--- src/mic_e_pkg.sv ---
package mic_e_pkg;

    localparam int unsigned FRAME_DEST = 6;
    localparam int unsigned FRAME_LEN  = 20;

    localparam logic [2:0] REG_MESSAGE_TYPE      = 3'd0;
    localparam logic [2:0] REG_ALT_SYMBOL_SELECT = 3'd1;
    localparam logic [2:0] REG_SYMBOL_TABLE_MAIN = 3'd2;
    localparam logic [2:0] REG_SYMBOL_CODE_MAIN  = 3'd3;
    localparam logic [2:0] REG_SYMBOL_TABLE_ALT  = 3'd4;
    localparam logic [2:0] REG_SYMBOL_CODE_ALT   = 3'd5;

    localparam logic [7:0] CHR_MARKER  = 8'h60;
    localparam logic [7:0] CHR_CLOSE   = 8'h7D;
    localparam logic [7:0] CHR_BLANK_S = 8'h5A;
    localparam logic [7:0] CHR_BLANK_C = 8'h4C;
    localparam logic [7:0] CHR_DIGIT_S = 8'h50;
    localparam logic [7:0] CHR_DIGIT_C = 8'h30;

    localparam logic [7:0] OFS_BASE91  = 8'd33;
    localparam logic [7:0] OFS_FIELD   = 8'd28;

    localparam logic signed [20:0] ALT_MIN  = -21'sd10000;
    localparam logic signed [20:0] ALT_MAX  = 21'sd743570;
    localparam logic signed [20:0] ALT_BIAS = 21'sd10000;

    localparam logic [19:0] RECIP_8281 = 20'd1037307;
    localparam logic [20:0] RECIP_91   = 21'd1474921;
    localparam logic [7:0]  RECIP_10   = 8'd205;
    localparam logic [5:0]  RECIP_100  = 6'd41;

    typedef struct packed {
        logic [23:0] lat;
        logic        north;
        logic        west;
        logic [7:0]  deg;
        logic [5:0]  mins;
        logic [6:0]  hund;
        logic [9:0]  speed;
        logic [6:0]  speed_q;
        logic [8:0]  head;
        logic [1:0]  head_q;
        logic [19:0] biased;
        logic [6:0]  alt_q2;
        logic [13:0] alt_q1;
    } fix_t;

    function automatic logic [7:0] dest_char(input logic [3:0] digit, input logic flag);
        logic [7:0] base;
        base = flag ? CHR_DIGIT_S : CHR_DIGIT_C;
        if (digit > 4'd9) begin
            dest_char = flag ? CHR_BLANK_S : CHR_BLANK_C;
        end else begin
            dest_char = base + {4'd0, digit};
        end
    endfunction

endpackage

--- src/mic_e_position_encoder_top.sv ---
// Mic-E position encoder.
// s_ channel: one position fix per transaction, packed into s_tdata.
// m_ channel: the encoded frame, one byte per transaction, twenty bytes per
//   fix: six destination address bytes (m_tuser = 0) then fourteen info
//   field bytes (m_tuser = 1); m_tlast marks the twentieth byte.
// cfg_ channel: register writes, always ready; indexes 6 and 7 are ignored.
//   Write only while no frame is pending.
// The fix is registered in the input register, then its frame is loaded into
//   the frame register, which drives the bytes. Throughput: one byte per cycle
//   while m_tready is high, stepped by the byte counter. A fix held in the
//   input register waits while the previous frame drains, and s_tready drops
//   only when both the input register and the frame register are occupied.
// Stall: while m_tready is low the current byte and the counter hold.
// Reset (aresetn low at a clock edge): both stages empty, counter at zero,
//   registers back to message type 0, main symbol, table 47, code 62.
module mic_e_position_encoder_top (
    input  logic        aclk,
    input  logic        aresetn,
    input  logic        s_tvalid,
    output logic        s_tready,
    // lat_digits[23:0], north[24], lon_degrees[32:25], lon_minutes[38:33],
    // lon_hundredths[45:39], west[46], speed_knots[56:47], heading[65:57],
    // altitude[86:66], zero pad[87]
    input  logic [87:0] s_tdata,
    output logic        m_tvalid,
    input  logic        m_tready,
    // out_byte[7:0]
    output logic [7:0]  m_tdata,
    // in_info_field[0]
    output logic        m_tuser,
    output logic        m_tlast,
    input  logic        cfg_valid,
    output logic        cfg_ready,
    input  logic [2:0]  cfg_index,
    input  logic [7:0]  cfg_data
);
    import mic_e_pkg::*;

    logic [2:0] message_type_reg;
    logic       alt_symbol_select_reg;
    logic [7:0] symbol_table_main_reg;
    logic [7:0] symbol_code_main_reg;
    logic [7:0] symbol_table_alt_reg;
    logic [7:0] symbol_code_alt_reg;

    fix_t       s1_reg;
    fix_t       s1_next;
    logic       s1_valid_reg;

    logic [7:0] frame_reg [FRAME_LEN];
    logic [7:0] frame_next [FRAME_LEN];
    logic       frame_valid_reg;
    logic [4:0] count_reg;

    logic       frame_load;
    logic       out_done;
    logic       s_accept;

    logic signed [20:0] alt_in;
    logic signed [20:0] alt_sat;
    logic [20:0]        biased_w;
    logic [39:0]        p8281;
    logic [40:0]        p91;
    logic [17:0]        p10;
    logic [14:0]        p100;

    logic [2:0]  msg;
    logic [5:0]  flags;
    logic        offset;
    logic [7:0]  degcode;
    logic [7:0]  mcode;
    logic [13:0] d1_w;
    logic [19:0] d2_w;
    logic [8:0]  hrem;
    logic [13:0] b11_w;
    logic [7:0]  symbol_code;
    logic [7:0]  symbol_table;

    assign cfg_ready = 1'b1;

    always_ff @(posedge aclk) begin
        if (!aresetn) begin
            message_type_reg      <= 3'd0;
            alt_symbol_select_reg <= 1'b0;
            symbol_table_main_reg <= 8'd47;
            symbol_code_main_reg  <= 8'd62;
            symbol_table_alt_reg  <= 8'd47;
            symbol_code_alt_reg   <= 8'd62;
        end else if (cfg_valid) begin
            case (cfg_index)
                REG_MESSAGE_TYPE:      message_type_reg      <= cfg_data[2:0];
                REG_ALT_SYMBOL_SELECT: alt_symbol_select_reg <= cfg_data[0];
                REG_SYMBOL_TABLE_MAIN: symbol_table_main_reg <= cfg_data;
                REG_SYMBOL_CODE_MAIN:  symbol_code_main_reg  <= cfg_data;
                REG_SYMBOL_TABLE_ALT:  symbol_table_alt_reg  <= cfg_data;
                REG_SYMBOL_CODE_ALT:   symbol_code_alt_reg   <= cfg_data;
                default: ;
            endcase
        end
    end

    // saturate the fix and start the divisions by reciprocal multiply
    always_comb begin
        s1_next.lat   = s_tdata[23:0];
        s1_next.north = s_tdata[24];
        s1_next.deg   = (s_tdata[32:25] > 8'd179) ? 8'd179 : s_tdata[32:25];
        s1_next.mins  = (s_tdata[38:33] > 6'd59) ? 6'd59 : s_tdata[38:33];
        s1_next.hund  = (s_tdata[45:39] > 7'd99) ? 7'd99 : s_tdata[45:39];
        s1_next.west  = s_tdata[46];
        s1_next.speed = (s_tdata[56:47] > 10'd799) ? 10'd799 : s_tdata[56:47];
        s1_next.head  = (s_tdata[65:57] > 9'd360) ? 9'd360 : s_tdata[65:57];

        alt_in = $signed(s_tdata[86:66]);
        if (alt_in < ALT_MIN) begin
            alt_sat = ALT_MIN;
        end else if (alt_in > ALT_MAX) begin
            alt_sat = ALT_MAX;
        end else begin
            alt_sat = alt_in;
        end
        biased_w       = 21'(alt_sat + ALT_BIAS);
        s1_next.biased = biased_w[19:0];

        p8281 = 40'(s1_next.biased) * 40'(RECIP_8281);
        p91   = 41'(s1_next.biased) * 41'(RECIP_91);
        p10   = 18'(s1_next.speed) * 18'(RECIP_10);
        p100  = 15'(s1_next.head) * 15'(RECIP_100);

        s1_next.alt_q2  = p8281[39:33];
        s1_next.alt_q1  = p91[40:27];
        s1_next.speed_q = p10[17:11];
        s1_next.head_q  = p100[13:12];
    end

    // assemble all twenty bytes of the frame
    always_comb begin
        msg = (message_type_reg < 3'd7) ? (3'd7 - message_type_reg) : 3'd0;

        if (s1_reg.deg < 8'd10) begin
            degcode = 8'd118 + s1_reg.deg;
            offset  = 1'b1;
        end else if (s1_reg.deg < 8'd100) begin
            degcode = s1_reg.deg + OFS_FIELD;
            offset  = 1'b0;
        end else if (s1_reg.deg < 8'd110) begin
            degcode = s1_reg.deg + 8'd8;
            offset  = 1'b1;
        end else begin
            degcode = s1_reg.deg - 8'd72;
            offset  = 1'b1;
        end

        flags = {s1_reg.west, offset, s1_reg.north, msg[0], msg[1], msg[2]};

        mcode = {2'd0, s1_reg.mins} + OFS_FIELD;
        if (mcode < 8'd38) begin
            mcode = mcode + 8'd60;
        end

        d1_w  = s1_reg.alt_q1 - 14'(s1_reg.alt_q2) * 14'd91;
        d2_w  = s1_reg.biased - 20'(s1_reg.alt_q1) * 20'd91;
        hrem  = s1_reg.head - 9'(s1_reg.head_q) * 9'd100;
        b11_w = 14'(s1_reg.speed) * 14'd10 - 14'(s1_reg.speed_q) * 14'd100
                + 14'(s1_reg.head_q) + 14'(OFS_FIELD);

        symbol_code  = alt_symbol_select_reg ? symbol_code_alt_reg : symbol_code_main_reg;
        symbol_table = alt_symbol_select_reg ? symbol_table_alt_reg : symbol_table_main_reg;

        for (int k = 0; k < FRAME_DEST; k++) begin
            frame_next[k] = dest_char(s1_reg.lat[20 - 4 * k +: 4], flags[k]);
        end
        frame_next[6]  = CHR_MARKER;
        frame_next[7]  = degcode;
        frame_next[8]  = mcode;
        frame_next[9]  = {1'b0, s1_reg.hund} + OFS_FIELD;
        frame_next[10] = {1'b0, s1_reg.speed_q} + OFS_FIELD;
        frame_next[11] = b11_w[7:0];
        frame_next[12] = hrem[7:0] + OFS_FIELD;
        frame_next[13] = symbol_code;
        frame_next[14] = symbol_table;
        frame_next[15] = CHR_MARKER;
        frame_next[16] = {1'b0, s1_reg.alt_q2} + OFS_BASE91;
        frame_next[17] = {1'b0, d1_w[6:0]} + OFS_BASE91;
        frame_next[18] = {1'b0, d2_w[6:0]} + OFS_BASE91;
        frame_next[19] = CHR_CLOSE;
    end

    assign out_done   = frame_valid_reg && m_tready && (count_reg == 5'(FRAME_LEN - 1));
    assign frame_load = s1_valid_reg && (!frame_valid_reg || out_done);
    assign s_tready   = !s1_valid_reg || frame_load;
    assign s_accept   = s_tvalid && s_tready;

    always_ff @(posedge aclk) begin
        if (!aresetn) begin
            s1_valid_reg <= 1'b0;
        end else if (s_tready) begin
            s1_valid_reg <= s_tvalid;
        end
    end

    always_ff @(posedge aclk) begin
        if (s_accept) begin
            s1_reg <= s1_next;
        end
    end

    always_ff @(posedge aclk) begin
        if (frame_load) begin
            frame_reg <= frame_next;
        end
    end

    always_ff @(posedge aclk) begin
        if (!aresetn) begin
            frame_valid_reg <= 1'b0;
            count_reg       <= 5'd0;
        end else if (frame_load) begin
            frame_valid_reg <= 1'b1;
            count_reg       <= 5'd0;
        end else if (out_done) begin
            frame_valid_reg <= 1'b0;
            count_reg       <= 5'd0;
        end else if (frame_valid_reg && m_tready) begin
            count_reg <= count_reg + 5'd1;
        end
    end

    assign m_tvalid = frame_valid_reg;
    assign m_tdata  = frame_reg[count_reg];
    assign m_tuser  = (count_reg >= 5'(FRAME_DEST));
    assign m_tlast  = (count_reg == 5'(FRAME_LEN - 1));

    a_last_in_info: assert property (@(posedge aclk) disable iff (!aresetn)
        m_tvalid && m_tlast |-> m_tuser)
        else $error("frame end outside info field");

    a_drain_empty: assert property (@(posedge aclk) disable iff (!aresetn)
        out_done && !s1_valid_reg |=> !m_tvalid)
        else $error("frame register not released after last byte");

    a_count_step: assert property (@(posedge aclk) disable iff (!aresetn)
        m_tvalid && m_tready && !m_tlast |=> m_tvalid && count_reg == $past(count_reg) + 5'd1)
        else $error("byte counter skipped");

    a_refill: assert property (@(posedge aclk) disable iff (!aresetn)
        out_done && s1_valid_reg |=> m_tvalid && count_reg == 5'd0)
        else $error("queued fix not loaded after frame end");

endmodule
--- config.mk ---
export PLATFORM = sky130hd
export DESIGN_NAME = mic_e_position_encoder_top
export DESIGN_NICKNAME = d
export VERILOG_FILES = /design/src/mic_e_pkg.sv /design/src/mic_e_position_encoder_top.sv
export SDC_FILE = /design/constraint.sdc
export NUM_CORES = 1
export LEC_CHECK = 0
export BUFFER_PORTS_ARGS = -buffer_cell sky130_fd_sc_hd__buf_2
export CORE_MARGIN = 5
export CORE_UTILIZATION = 42
export DETAILED_ROUTE_END_ITERATION = 12
export SYNTH_ARGS = -nofsm -noshare
export SYNTH_HDL_FRONTEND = slang
export SYNTH_SLANG_ARGS = --single-unit
--- constraint.sdc ---
create_clock -name aclk -period 12.9 [get_ports aclk]
set_input_delay 2.58 -clock aclk [delete_from_list [all_inputs] [get_ports aclk]]
set_output_delay 2.58 -clock aclk [all_outputs]
set_load 0.02 [all_outputs]
# == Yosys cells after proc, flatten, opt, wreduce, memory -nomap -nowiden ==
# Cells that the tools add are included.
# op_classes
n_mux,36
n_mul,9
eq_ne,6
magnitude_cmp,20
addsub,27
reduce_logical,17
n_bitwise,2
# op_table
operator,count
two-way mux 8 bit,14
adder 7 x 4 -> 8 bit,6
two-way mux 7 bit,6
"multiplier 20 x 21 -> 41 bit, second input constant",1
binary-select mux 8 bit (select 5 bit),1
"multiplier 20 x 20 -> 40 bit, second input constant",1
two-way mux 20 bit,2
"adder 7 x 6 -> 8 bit, second input constant",4
two-way mux 5 bit,6
"adder 8 x 5 -> 8 bit, second input constant",3
"greater-than comparator 4 bit, second input constant",6
"greater-than comparator 21 bit, second input constant",1
"< comparator 21 x 15 -> 1 bit, second input constant",1
"adder 20 x 15 -> 20 bit, second input constant",1
"multiplier 10 x 8 -> 18 bit, second input constant",1
"adder 7 x 5 -> 8 bit, second input constant",2
"< comparator 8 x 7 -> 1 bit, second input constant",2
subtractor 8 bit,2
"multiplier 14 x 7 -> 7 bit, second input constant",1
"multiplier 9 x 6 -> 14 bit, second input constant",1
subtractor 7 bit,2
AND reduction 2 bit,6
"greater-than comparator 10 bit, second input constant",1
"multiplier 10 x 3 -> 7 bit, second input constant",1
35 further kinds,45
# totals
wordCells,156
regBits,281
out_inout_bits,13

# == Logic depth before layout (Yosys ltp) ==
# Gate-level depths: netlist of run 1.
# logic_depth
word_depth,6
ltp_mapped,41

# == Worst setup path before layout of run 1 ==
# OpenSTA, ideal clock, no wires.
# synth_path
kind,input to register
start,input m_tready
end,register count_reg[0]
path_slack_ns,-0.397
arrival_ns,13.172
required_ns,12.775
stages,5
setup_ns,0.125
cell_sequence,and3_1 -> nand2_1 -> a21boi_0 -> nand3b_1 -> nor2_1
# synth_between
elab_chain_cells,5
# synth_lines
item,line,rtl
start: declaration,mic_e_position_encoder_top.sv:26,"input logic m_tready,"
logical AND 1 bit (2 in a row),mic_e_position_encoder_top.sv:188,assign out_done = frame_valid_reg && m_tready && (count_reg == 5'(FRAME_LEN - 1));
logical OR 1 bit,mic_e_position_encoder_top.sv:189,assign frame_load = s1_valid_reg && (!frame_valid_reg || out_done);
logical AND 1 bit,mic_e_position_encoder_top.sv:189,
via frame_load,mic_e_position_encoder_top.sv:55,logic frame_load;
OR reduction 3 bit (no line),-,
end signal: assignment,mic_e_position_encoder_top.sv:224,count_reg <= count_reg + 5'd1;
end: declaration,mic_e_position_encoder_top.sv:53,logic [4:0] count_reg;
# The timed path passes the listed nets, and every way through them passes these cells.
# A chain may end at the register's enable or synchronous reset.

# == Final worst setup path of run 1 ==
# layout_path
start,input s_tdata[74]
end,register s1_reg[6] (netlist name) (data pin)
# layout_between
elab_chain_cells,5
elab_cells_between_ends,6
classes_between,add/sub: 1; mul: 1; order compare: 2; mux: 2
# layout_lines
item,line,rtl
start: declaration,mic_e_position_encoder_top.sv:24,"input logic [87:0] s_tdata,"
greater-than comparator 21 bit,mic_e_position_encoder_top.sv:116,end else if (alt_in > ALT_MAX) begin
two-way mux 20 bit,mic_e_position_encoder_top.sv:116,
two-way mux 20 bit (*),mic_e_position_encoder_top.sv:114,if (alt_in < ALT_MIN) begin
adder 20 x 15 -> 20 bit (*),mic_e_position_encoder_top.sv:121,biased_w = 21'(alt_sat + ALT_BIAS);
via biased_w[4],mic_e_position_encoder_top.sv:61,logic [20:0] biased_w;
multiplier 20 x 21 -> 41 bit (*),mic_e_position_encoder_top.sv:125,p91 = 41'(s1_next.biased) * 41'(RECIP_91);
via p91[33],mic_e_position_encoder_top.sv:63,logic [40:0] p91;
end signal: assignment,mic_e_position_encoder_top.sv:203,s1_reg <= s1_next;
end: declaration,mic_e_position_encoder_top.sv:46,fix_t s1_reg;
# Mark *: on every way through the listed nets, which the timed path passes. The rest lies on a longest branch.

==> results.yml, run 1 <==
clock_network:
  holdBufCountCts: 0
  numCtsBuffers: 28
  htree_levels: 1
  cts_tree: "built"
  clk_latency_ns: 0.55
  cts_root_buffer: "clkbuf_16"
  cts_max_path_buffers: 3
  cts_setup_buffers: 0
  cts_resized: 0
  cts_sinks: 265
  path_clk_slew_ns: 0.06
final_layout:
  final_cells: 3670
  fill_cells: 6172
  areaGrowthSynthToFinish_pct: 9.40
  final_nets: 3666
  layout-drive-gt1-share: 0.0947
  largest_register_ffs: 130
  antenna_cells: 0
  utilization: 0.463
  final_cell_area_um2: 31100
synthesis:
  synth_enable_flop_cells: 222
  avgSynthCellArea_um2: 10.8
  synth-seq-cells: 265
  async_reset_ff_frac: 0
  ys.warnings.count: 0
  synth.distinct_cells: 75
  syn-num-nets: 3534
  synth_ff_type: "edfxtp_1"
  syn_inst: 2643
  ys_seq_area_frac: 0.265
  netlist_area_um2: 28400
setup_path:
  required_ns: 13.19
  end_kind: "flip-flop"
  r2r-start: "s1_reg[17]"
  crit_type: "in -> reg"
  worstRegToRegCells: 13
  r2r-end: "frame_reg[22]"
  cpPeakStageDelay_ns: 0.55
  cp-start-kind: "input port"
  cpMaxStageDelayCell: "fa_1"
  worstPathMaxFanout: 8
  r2r_slack_ns: 9.29
  arrival_ns: 12.26
timing:
  max_freq_mhz: 83.6
  setup_tns_ns: 0
  finalSetupViolations: 0
  worstMarginPinSlew_ns: 1.10
  rsz0062_at_grt: "false"
  report.final.slew_viol_count: 0
  hold_viol: 0
  clock_skew_ns: 0.0209
  period_share: 0.927
  relSlewSlack: 0.259
  fin_crit_ns: 11.96
place:
  port_buffers: 114
  place_hpwl_um: 53800
  place_inst: 3618
  gp_congestion: 0.911
  placed_area_um2: 30200
global_routing:
  antenna_found_initial: 0
  grt_pass1_vias: 20100
  grt.total_usage: 0.177
  grt_max_degree: 69
  gr-total-overflow: 0
  grt_pass1_wl_um: 105000
detailed_routing:
  drt_wl_total_um: 63800
  initialDrtViolationCount: 969
  drt-vias-per-instance: 5.01
  num_vias: 18400
  drt_pre_antenna_iters: 6
  ant_nets: 0
  wire_per_inst_um: 17.4
  post-route-drc-count: 0
floorplanning:
  row_count: 95
  start_util: 0.423
  io-pin-count: 117
  die-area_um2: 73000
  core_area_um2: 67200
  die_h_um: 270
  die_w_um: 270
hold_path:
  holdPathStages: 0
  hold_path_class: "reg -> reg"
  hold_path.startpoint: "s1_reg[43]"
  hold_end: "frame_reg[56]"
flow_run:
  drv_cap: 0
outcome:
  status: "completed"
## worst max-delay path by stage
| stage | from | endpoint | slack [ns] | cells after the start |
|---|---|---|---|---|
| 3_3_place_gp | s_tdata[74] | s1_reg[6] | 0.69 | 38 |
| 4_1_cts | s_tdata[74] | s1_reg[6] | 0.96 | 38 |
| 2_1_floorplan | s_tdata[74] | s1_reg[6] | 0.65 | 37 |
| 5_1_grt | s_tdata[74] | s1_reg[6] | 0.45 | 38 |
| 3_5_place_dp | s_tdata[74] | s1_reg[6] | 0.45 | 38 |
| 6_report | s_tdata[74] | s1_reg[6] | 0.94 | 38 |
## routing by layer
layer / GRT usage / up-vias / wire length [um]
met5: 0 / - / 0
met4: 0.0314 / 0 / 1070
met3: 0.0187 / 53 / 2530
met2: 0.313 / 315 / 31900
met1: 0.239 / 9093 / 28300
li1: - / 8918 / -
## logic make-up after synthesis
kind of cell	count (synthesis)	share of synthesized area
and+or+nand+nor	389	0.0682
xor gates and xnor gates	139	0.0428
DFF	265	0.265
adders and majority gates	787	0.432
muxes	62	0.0296
other	2	0.000264
buffers and inverters	695	0.0924
AOI/OAI and AO/OA	304	0.0700
## layout by cell type, fill, tap and decap left out, types with 18 or more instances in the layout
cell	instances
a21boi_0	18
a21o_1	37
a21oi_1	83
and2_1	24
buf_2	114
buf_4	41
clkbuf_16	28
dfxtp_1	41
edfxtp_1	222
fa_1	323
ha_1	464
inv_1	641
mux2_2	27
mux2i_1	20
nand2_1	139
nand2b_1	27
nand3_1	49
nor2_1	53
nor2b_1	19
o211ai_1	27
o21ai_0	59
xnor2_1	100
xor2_1	39
## final cells by class
cell class / count / area [um^2] / area share
repair buffers: 155 / 878 / 0.0283
flip-flops and latches: 265 / 7530 / 0.242
well taps: 873 / 1090 / 0.0351
clock inverters: 13 / 86.3 / 0.00278
inverters: 642 / 2410 / 0.0775
multi-input cells: 1683 / 18300 / 0.589
clock buffers: 39 / 796 / 0.0256
## through the flow
| stage | worst slack [ns] | hold WS [ns] |
|---|---|---|
| after detailed placement | 0.454 | 0.406 |
| after global placement | 0.686 | 0.410 |
| final | 0.937 | 0.420 |
| after floorplan | 0.647 | 0.400 |
| after CTS | 0.963 | 0.421 |
| after global routing | 0.453 | 0.441 |
## Yosys cell counts, types with 20 or more instances
library cell  count  area share
nand2_1         139       0.018
nor2_1           53      0.0070
inv_1           641       0.085
edfxtp_1        222        0.23
and2_1           24      0.0053
nand2b_1         27      0.0059
o211ai_1         27      0.0071
a21o_1           37      0.0098
nand3_1          49      0.0086
clkbuf_1         45      0.0059
xnor2_1         100       0.031
xor2_1           39       0.012
fa_1            323        0.23
mux2_2           27       0.011
dfxtp_1          43       0.030
a21oi_1          83       0.015
ha_1            464        0.20
mux2i_1          20      0.0070
o21ai_0          59       0.010
## critical path: cells and delay by family
family	cells	cell delay [ns]
fa+ha+maj	9	3.63
simple gates	7	1.57
compound gates	14	3.34
buf+inv	7	0.75
xor+xnor	1	0.36
Power of run 1 is left out: the tool's default activity adds up to more than one toggle a clock period on the data nets, which glitch-free logic cannot reach.
==> inputs of run 2 (changes only) <==
--- a/config.mk
+++ b/config.mk
@@ -9,6 +9,7 @@
 export CORE_MARGIN = 5
 export CORE_UTILIZATION = 42
 export DETAILED_ROUTE_END_ITERATION = 12
+export PLACE_DENSITY = 0.68
 export SYNTH_ARGS = -nofsm -noshare
 export SYNTH_HDL_FRONTEND = slang
 export SYNTH_SLANG_ARGS = --single-unit
==> run 2 against run 1 <==
Against the previous run:
- global-route usage fell by 0.75 points
- cell count fell by 0.16%
- worst setup slack improved by 0.29 ns
- sequential share of layout area barely moved
- via count fell by 1.1%
- die area did not move
- clock skew rose by 0.011 ns
- first-iteration DRC count rose by 11%
- critical path type unchanged
==> results.yml, run 2 (synthesis results as in run 1) <==
clock_network:
  cts_root_buffer: "clkbuf_16"
  path_clk_slew_ns: 0.06
  htree_levels: 1
  cts_setup_buffers: 0
  holdBufCountCts: 0
  cts_resized: 0
  clk_latency_ns: 0.58
  cts_sinks: 265
  cts_tree: "built"
  cts_max_path_buffers: 3
  numCtsBuffers: 28
setup_path:
  cpMaxStageDelayCell: "fa_1"
  critPathBufInv: 7
  cpPeakStageDelay_ns: 0.57
  critPathTopFamily: "adder cells"
  required_ns: 13.21
  cp-start-kind: "input port"
  end_kind: "flip-flop"
  worstPathMaxFanout: 5
  arrival_ns: 11.98
  path_common_cell: "fa_1"
  crit_type: "in -> reg"
detailed_routing:
  wl_met2_um: 29300
  num_vias: 18200
  wire_per_inst_um: 16.5
  drt_pre_antenna_iters: 5
  drt-vias-per-instance: 4.96
  top_layer: "met4"
  post-route-drc-count: 0
  drt_wl_total_um: 60600
  met3_wirelength_um: 3140
  ant_nets: 0
  drt-met1-wl_um: 27100
  initialDrtViolationCount: 1080
final_layout:
  areaGrowthSynthToFinish_pct: 9.53
  final_cell_area_um2: 31100
  final_cells: 3664
  final_nets: 3661
  antenna_cells: 0
  final_cell_mix: "641 x inv_1, 464 x ha_1, 323 x fa_1"
  final_common_cell: "inv_1"
  largest_register_ffs: 130
  fill_cells: 6129
  layout-drive-gt1-share: 0.0939
timing:
  fin_crit_ns: 11.67
  max_freq_mhz: 85.7
  clock_skew_ns: 0.0318
  hold_viol: 0
  holdWs_ns: 0.423
  period_share: 0.905
  relSlewSlack: 0.263
  report.final.slew_viol_count: 0
  worstMarginPinSlew_ns: 1.10
  rsz0062_at_grt: "false"
  finalSetupViolations: 0
  setup_tns_ns: 0
place:
  place_inst: 3613
  placed_area_um2: 30200
  gp_congestion: 0.939
  place_hpwl_um: 50400
  port_buffers: 114
floorplanning:
  io-pin-count: 117
  start_util: 0.423
  row_count: 95
  die-area_um2: 73000
  core_area_um2: 67200
  die_h_um: 270
  die_w_um: 270
global_routing:
  gr-total-overflow: 0
  grt_pass1_vias: 19100
  grt_pass1_wl_um: 100000
  antenna_found_initial: 1
  grt.total_usage: 0.170
  grt_max_degree: 69
flow_run:
  drv_cap: 0
outcome:
  status: "completed"
hold_path:
  hold_path_class: "reg -> reg"
[run 2: final cells by class]
cell class	count	area, um^2	area share
multi-input cells	1683	18300	0.588
flip-flops and latches	265	7530	0.242
inverters	642	2410	0.0774
well taps	873	1090	0.0351
repair buffers	150	841	0.0270
clock buffers	34	786	0.0252
clock inverters	17	168	0.00539
[run 2: worst paths after layout]
kind	cells after the start	from	to	slack [ns]
worst max-delay path	38	s_tdata[74]	s1_reg[18]	1.23
worst min-delay path	0	s1_reg[43]	frame_reg[56]	0.42
worst max register to register	6	count_reg[2]	frame_reg[71]	8.86
worst min register to register	0	s1_reg[43]	frame_reg[56]	0.42
[run 2: routing by layer]
layer | vias up | GRT usage
met3 | 70 | 0.0249
li1 | 8922 | -
met5 | - | 0
met2 | 380 | 0.287
met1 | 8811 | 0.235
met4 | 0 | 0.0299
[run 2: through the flow]
stage	utilization	setup WS (ns)
after floorplan	-	0.647
after global placement	0.449	0.737
after detailed placement	0.449	0.669
after CTS	0.463	1.24
after global routing	0.463	0.701
final	0.463	1.23
Power of run 2 is left out for the same reason.
